[src/hdl/obbq_pkg.sv]
// obbq_pkg: shared types, constants and saturation helpers for the oriented box query core
// no dependencies; used by every module in hdl

package obbq_pkg;

    // query function codes
    localparam logic [1:0] FUNC_SUPPORT = 2'd0;
    localparam logic [1:0] FUNC_BBOX    = 2'd1;
    localparam logic [1:0] FUNC_FACE    = 2'd2;
    localparam logic [1:0] FUNC_NONE    = 2'd3;

    // configuration register indexes
    localparam logic [1:0] CFG_HALF_X = 2'd0;
    localparam logic [1:0] CFG_HALF_Y = 2'd1;
    localparam logic [1:0] CFG_HALF_Z = 2'd2;

    localparam logic [30:0] HALF_RESET = 31'd65536;

    // queue between front and back
    localparam int QueueDepth = 4;
    localparam int QueuePtrW  = $clog2(QueueDepth);

    // one classified query, ready for the back part
    typedef struct packed {
        logic [1:0]       func;
        logic [8:0][31:0] rot;    // row major, Q2.30
        logic [2:0][31:0] pos;
        logic [2:0]       neg;    // sign of local direction per axis
        logic [1:0]       axis;   // dominant local axis
    } obbq_desc_t;

    // clamp a wide signed sum to signed 32 bits
    function automatic logic [31:0] sat32(input logic signed [36:0] v);
        logic [31:0] r;
        if (v > 37'sh0_7FFF_FFFF)
            r = 32'h7FFF_FFFF;
        else if (v < -37'sh0_8000_0000)
            r = 32'h8000_0000;
        else
            r = v[31:0];
        return r;
    endfunction

    // clamp a wide signed sum to [0, 2^31-1]
    function automatic logic [30:0] satu31(input logic signed [36:0] v);
        logic [30:0] r;
        if (v > 37'sh0_7FFF_FFFF)
            r = 31'h7FFF_FFFF;
        else if (v < 37'sd0)
            r = 31'd0;
        else
            r = v[30:0];
        return r;
    endfunction

endpackage

[src/hdl/obbq_queue.sv]
// obbq_queue: short request queue between front and back
// depends on obbq_pkg

module obbq_queue
(
    input  logic                 clk,
    input  logic                 rst_n,
    input  logic                 push,
    input  obbq_pkg::obbq_desc_t push_desc,
    output logic                 full,
    input  logic                 pop,
    output logic                 not_empty,
    output obbq_pkg::obbq_desc_t head
);

    obbq_pkg::obbq_desc_t                 mem_reg [obbq_pkg::QueueDepth];
    logic [obbq_pkg::QueuePtrW-1:0]       wp_reg, rp_reg;
    logic [obbq_pkg::QueuePtrW:0]         cnt_reg;

    assign full      = (cnt_reg == (obbq_pkg::QueuePtrW+1)'(obbq_pkg::QueueDepth));
    assign not_empty = (cnt_reg != '0);
    assign head      = mem_reg[rp_reg];

    // pointers and fill count
    always_ff @(posedge clk or negedge rst_n)
    begin
        if (!rst_n)
        begin
            wp_reg  <= '0;
            rp_reg  <= '0;
            cnt_reg <= '0;
        end
        else
        begin
            if (push)
                wp_reg <= wp_reg + 1'b1;
            if (pop)
                rp_reg <= rp_reg + 1'b1;
            if (push && !pop)
                cnt_reg <= cnt_reg + 1'b1;
            else if (pop && !push)
                cnt_reg <= cnt_reg - 1'b1;
        end
    end

    // storage
    always_ff @(posedge clk)
    begin
        if (push)
            mem_reg[wp_reg] <= push_desc;
    end

endmodule

[config.mk]
export PLATFORM = sky130hd
export DESIGN_NAME = obbq_queue
export DESIGN_NICKNAME = d
export VERILOG_FILES = /design/src/hdl/obbq_pkg.sv /design/src/hdl/obbq_queue.sv
export SDC_FILE = /design/constraint.sdc
export NUM_CORES = 1
export LEC_CHECK = 0
export BUFFER_PORTS_ARGS = -buffer_cell sky130_fd_sc_hd__buf_2
export CORE_MARGIN = 5
export CORE_UTILIZATION = 29
export DETAILED_ROUTE_END_ITERATION = 10
export MAX_ROUTING_LAYER = met4
export SLEW_MARGIN = 20
export SYNTH_ARGS = -nofsm -noshare
export SYNTH_HDL_FRONTEND = slang
export SYNTH_SLANG_ARGS = --single-unit
[constraint.sdc]
create_clock -name clk -period 9.64 [get_ports clk]
set_clock_uncertainty 0.05 [all_clocks]
set_input_delay 0.482 -clock clk [delete_from_list [all_inputs] [get_ports clk]]
set_output_delay 0.482 -clock clk [all_outputs]
set_load 0.1 [all_outputs]
==> out/results.ini, run 1 <==
[floorplan]
initial_core_util_pct = 29.1
core_sq_mm = 0.199
std_cell_rows = 164
ios = 788
die_w_um = 457
die_h_um = 457
dieArea_sq_mm = 0.209

[sta]
rsz0062_at_grt = no
min_period_ns = 4.71
drv_slew = 0
tightestPinTransition_ns = 1.13
hold_violations = 0
maxSlewHeadroom_pct = 24.8
setup_viol = 0
max_freq_ghz = 0.212
fin_crit_sh_pct = 48.9
setup_tns_ns = 0

[cts]
cts_setup_buffers = 0
numCtsBuffers = 166
cts_buffer_depth = 3
cts_hold_buf = 396
post_cts_resized = 0
path_clk_slew_ns = 0.06
cts.sinks = 1571
cts_tree = yes
h-tree-depth = 4
clkLatencyLatePin_ns = 0.80
ctsRootBufferMaster = clkbuf_16

[critical_path]
critPathMaxFanout = 68
endpoint = head[367]
critPathArrivalTime_ns = 4.18
reg2reg_to = mem_reg[0][359]$_DFFE_PP_
critPathLaunchType = flip-flop
r2r_slack_ns = 6.08
startpoint = rp_reg[1]$_DFFE_PN0P_
crit_required_ns = 9.11
reg2reg_depth = 5
worstSetupEndpointType = output port
regToRegStartpoint = wp_reg[0]$_DFFE_PN0P_
path_class = flip-flop to output port

[detailed_routing]
vias = 27400
drtIter0Drc = 2247
wl_per_cell_um = 22.1
first_pass_iters = 5
avgViaCountPerCell = 4.43
drc = 0
routed_wl_um = 137000
drt.antenna.violating_nets = 0

[grt]
grt_pass1_vias = 29000
grt_pass1_wl_um = 198000
antenna_found_initial = 33
track_usage_pct = 13.1
overflow = 0
grt_max_degree = 131

[place]
routabilityCongestion = 0.747
place_hpwl_um = 84500
dp.cells = 5462
io_buffers = 787

[logic_synthesis]
synth_warnings = 0
syn_nets = 2478
syn-cell-area_sq_mm = 0.0579
syn-mean-instance-area_sq_um = 27.9
ys_seq_elements = 1571
syn-instance-count = 2077
yosysSeqAreaShare_pct = 81.5
synth.distinct_cells = 20

[job]
drv_cap = 0

[final_layout]
fin_cells = 6191
final_nets = 3771
final_common_cell = edfxtp_1
layout_common_cells = 1,564 x edfxtp_1, 787 x buf_2, 396 x dlygate4sd3_1
area_growth_pct = 28.1
largest_reg_flops = 1564
drive_gt1_share_pct = 33.6
num-fill-cells = 18100

[min_path]
hold_path_class = primary input to flip-flop

[outcome]
outcome = completed

==> worst max-delay path, stage by stage, from the launching register on <==
cell	delay, ns
dfrtp_4	0.69
buf_4	0.81
buf_4	0.83
mux4_2	0.37
buf_2	0.43
==> worst min path at each step <==
| stage | from | to | slack (ns) | cells after the start |
|---|---|---|---|---|
| 3_3_place_gp | rst_n | cnt_reg[2]$_DFFE_PN0P_ | 0.31 | 1 |
| 4_1_cts | push_desc[149] | mem_reg[3][149]$_DFFE_PP_ | 0.26 | 2 |
| 3_5_place_dp | rst_n | cnt_reg[2]$_DFFE_PN0P_ | 0.32 | 1 |
| 6_report | push_desc[149] | mem_reg[2][149]$_DFFE_PP_ | 0.36 | 2 |
| 2_1_floorplan | rst_n | cnt_reg[0]$_DFFE_PN0P_ | 0.14 | 0 |
| 5_1_grt | push_desc[150] | mem_reg[1][150]$_DFFE_PP_ | 0.29 | 2 |
==> cell usage after synthesis, drive strengths merged <==
cell type	number	share of area, %
fa	1	0.035
mux4	391	17
nand2	2	0.013
ha	5	0.11
o21ai	1	0.0086
nor2	1	0.0065
nor3b	1	0.013
inv	4	0.026
xor2	4	0.061
or3	1	0.011
clkbuf	5	0.032
buf	83	1.2
xnor2	2	0.030
edfxtp	1564	81
mux2	1	0.019
dfrtp	7	0.30
and2	4	0.043
==> kinds of logic (layout without fill, tap and decap cells) <==
kind of cell               after synthesis  in the layout  share of synthesized area, %
AOI/OAI and AO/OA                        1              1                       0.00864
adders and majority gates                6              6                         0.143
other                                    0             30                             0
xor gates and xnor gates                 6              6                        0.0908
buffers and inverters                   92           1520                          1.26
muxes                                  392            392                          16.9
DFF                                   1571           1571                          81.5
and+or+nand+nor                          9              9                        0.0865
==> cell type report <==
cell class	instances	area [sq um]	share of cell area, %
Antenna cell	30	75.1	0.101
Clock buffer	213	4370	5.90
Clock inverter	90	988	1.33
Inverter	4	15.0	0.0202
Multi-Input combinational cell	414	10000	13.5
Sequential cell	1571	47100	63.6
Tap cell	2656	3320	4.48
Timing Repair Buffer	1213	8220	11.1
==> through the flow <==
step                hold slack, ns  util (%)  cell area (sq um)  setup slack (ns)
floorplan                    0.136         -              57900              3.75
global placement             0.314      32.5              64700              5.63
detailed placement           0.315      32.5              64700              5.66
CTS                          0.264      37.2              74100              4.72
global route                 0.295      37.2              74100              4.66
finish                       0.365      37.3              74100              4.93
==> layer usage <==
layer  routed length (um)  up-vias  global-route usage (%)
li1                     -    12000                       -
met1                53300    14300                    15.3
met2                67500      918                    20.8
met3                10500      243                    4.24
met4                 5530        0                    5.61
met5                    0        -                       -
Power of run 1 is left out: the tool's default activity adds up to more than one toggle a clock period on the data nets, which glitch-free logic cannot reach.
==> inputs of run 2 (changes only) <==
--- a/config.mk
+++ b/config.mk
@@ -5,6 +5,7 @@
 export SDC_FILE = /design/constraint.sdc
 export NUM_CORES = 1
 export LEC_CHECK = 0
+export ABC_AREA = 1
 export BUFFER_PORTS_ARGS = -buffer_cell sky130_fd_sc_hd__buf_2
 export CORE_MARGIN = 5
 export CORE_UTILIZATION = 29
==> constraint.sdc (replaced) <==
create_clock -name clk -period 4.7 [get_ports clk]
set_clock_uncertainty 0.05 [all_clocks]
set_input_delay 0.235 -clock clk [delete_from_list [all_inputs] [get_ports clk]]
set_output_delay 0.235 -clock clk [all_outputs]
set_load 0.1 [all_outputs]
==> run 2 against run 1 <==
- first-iteration DRC count grew 20%
- die area grew 9.5%
- core utilization shrank 0.21 points
- critical path type unchanged
==> out/results.ini, run 2 <==
[outcome]
outcome = completed

[detailed_routing]
routed_wl_um = 164000  ; +20%
avgViaCountPerCell = 4.41  ; -0.33%
drc = 0  ; unchanged
wl_per_cell_um = 18.6  ; -16%
drtIter0Drc = 2702  ; +20%
vias = 38900  ; +42%
first_pass_iters = 5  ; unchanged
drt.antenna.violating_nets = 0  ; unchanged

[logic_synthesis]
synth_common_cells = 1,564 x edfxtp_1, 1,187 x nand2_1, 793 x inv_1, 522 x o211ai_1, 260 x o211ai_2
syn-mean-instance-area_sq_um = 13.8  ; -51%
yosysSeqAreaShare_pct = 74.3  ; -7.2 points
synth_most_common_cell = edfxtp_1
synth.area.top_cells = edfxtp_1 74%, nand2_1 7.0%, o211ai_1 6.2%
ys_async_sr_fraction_pct = 0.446  ; unchanged
syn-cell-area_sq_mm = 0.0635  ; +9.7%
ys_seq_elements = 1571  ; unchanged
syn-instance-count = 4611  ; +120%
yosysTopAreaCell = edfxtp_1
synth_ff_type = edfxtp_1
synth-edff-count = 1564  ; unchanged
syn_nets = 5012  ; +100%
synth_warnings = 0  ; unchanged
synth_top_area_share_pct = 74.0  ; -7.2 points
synth.distinct_cells = 21  ; +5.0%

[floorplan]
initial_core_util_pct = 29.2  ; +0.10 points
die_h_um = 478  ; +4.6%
core_sq_mm = 0.218  ; +9.3%
die_w_um = 478  ; +4.6%
ios = 788  ; unchanged
std_cell_rows = 171  ; +4.3%
dieArea_sq_mm = 0.228  ; +9.5%

[critical_path]
critPathArrivalTime_ns = 3.52  ; -0.66 ns
worstSetupEndpointType = output port
cp_cell_sequence = inv_8, buf_12, o211ai_2, nand2_1, buf_2
critPathMaxFanout = 64  ; -5.9%
path_class = flip-flop to output port
critPathBufInv = 3  ; unchanged
crit_required_ns = 4.41  ; -4.70 ns
cpLargestDelayFamily = buffers and inverters
crit_slowest_cell = dfrtp_4
critPathLaunchType = flip-flop
r2r_slack_ns = 1.98  ; -4.10 ns
cp_slowest_stage_delay_ns = 0.71  ; -0.12 ns

[grt]
grt_max_degree = 153  ; +17%
grt_pass1_wl_um = 244000  ; +23%
track_usage_pct = 14.2  ; +1.1 points
overflow = 0  ; unchanged
antenna_found_initial = 41  ; +24%
grt_pass1_vias = 38700  ; +33%

[cts]
path_clk_slew_ns = 0.06  ; about the same
cts_tree = yes
clkLatencyLatePin_ns = 0.78  ; -0.02 ns
numCtsBuffers = 169  ; +1.8%
ctsRootBufferMaster = clkbuf_16
cts.sinks = 1571  ; unchanged
h-tree-depth = 4  ; unchanged
cts_buffer_depth = 3  ; unchanged

[sta]
setup_viol = 0  ; unchanged
tightestPinTransition_ns = 1.11  ; -0.0181 ns
maxSlewHeadroom_pct = 26.0  ; +1.2 points
fin_crit_sh_pct = 80.9
fin_ws_ns = 0.895  ; -4.03 ns
max_freq_ghz = 0.263
min_period_ns = 3.80
drv_slew = 0  ; unchanged
hold_violations = 0  ; unchanged
rsz0062_at_grt = no

[job]
drv_cap = 0  ; unchanged

[place]
io_buffers = 787  ; unchanged
dp.cells = 8073  ; +48%
place_hpwl_um = 103000  ; +22%
routabilityCongestion = 0.827  ; +11%
pre_cts_slack_ns = 1.67  ; -3.99 ns

[min_path]
hold_path_class = primary input to flip-flop

[final_layout]
largest_reg_flops = 1564  ; unchanged
area_growth_pct = 27.0
fin_cells = 8820  ; +42%
final_nets = 6186  ; +64%
num-fill-cells = 20400  ; +13%
final_common_cell = edfxtp_1
layout_common_cells = 1,564 x edfxtp_1, 1,183 x nand2_1, 788 x inv_1
drive_gt1_share_pct = 23.3  ; -10 points

[run 2: final timing paths]
check | endpoint | depth (start not counted) | start
worst min-delay path | mem_reg[0][303]$_DFFE_PP_ | 2 | push_desc[303]
min in group asynchronous | cnt_reg[0]$_DFFE_PN0P_ | 3 | rst_n
worst min register to register | cnt_reg[2]$_DFFE_PN0P_ | 2 | cnt_reg[2]$_DFFE_PN0P_
worst max register to register | mem_reg[1][314]$_DFFE_PP_ | 5 | wp_reg[0]$_DFFE_PN0P_
worst max-delay path | head[134] | 5 | rp_reg[1]$_DFFE_PN0P_
max in group asynchronous | rp_reg[0]$_DFFE_PN0P_ | 3 | rst_n
[run 2: per-layer routing]
layer | up-vias | global-route usage, % | wire length, um
met4 | 0 | 5.33 | 5720
met3 | 275 | 3.82 | 11800
met5 | - | - | 0
met1 | 19000 | 17.6 | 69600
li1 | 18500 | - | -
met2 | 1094 | 22.2 | 76500
[run 2: logic make-up after synthesis]
logic type | count (synthesis) | share of synthesized area, %
AOI/OAI and AO/OA | 783 | 11.3
xor gates and xnor gates | 4 | 0.0552
adders and majority gates | 6 | 0.130
buffers and inverters | 1056 | 7.21
DFF | 1571 | 74.3
and+or+nand+nor | 1191 | 7.05
[run 2: final cells by class]
class | instances | area (sq um) | share of cell area [%]
flip-flops and latches | 1571 | 47100 | 58.5
multi-input cells | 1984 | 11800 | 14.6
repair buffers | 1265 | 9640 | 12.0
clock buffers | 203 | 4400 | 5.46
well taps | 2854 | 3570 | 4.43
inverters | 794 | 3000 | 3.73
clock inverters | 104 | 942 | 1.17
diodes | 45 | 113 | 0.140
[run 2: metrics by stage]
step            TNS, ns  instance area, sq um  util (%)  hold WS [ns]
2_1_floorplan  -3578.36                 63500         -        -0.111
3_3_place_gp          0                 71200      32.7        0.0319
3_5_place_dp          0                 71200      32.7        0.0418
4_1_cts               0                 80500      37.0       0.00845
5_1_grt               0                 80600      37.0        0.0690
6_report              0                 80600      37.0         0.128
[run 2: worst register-to-register path, delay by kind of cell, from the launching register on]
kind | cells | cell delay (ns)
flip-flops | 1 | 0.43
AND/OR/NAND/NOR | 1 | 0.08
buffers and inverters | 3 | 1.66
adder cells (fa/ha/maj) | 1 | 0.21
[run 2: repair_timing]
action | 4_1_cts | 5_1_grt
resized for setup | 0 | 0
hold buffers | 395 | 0
endpoints found under the hold margin | 1578 | 0
setup buffers | 0 | 0
Power of run 2 is left out for the same reason.
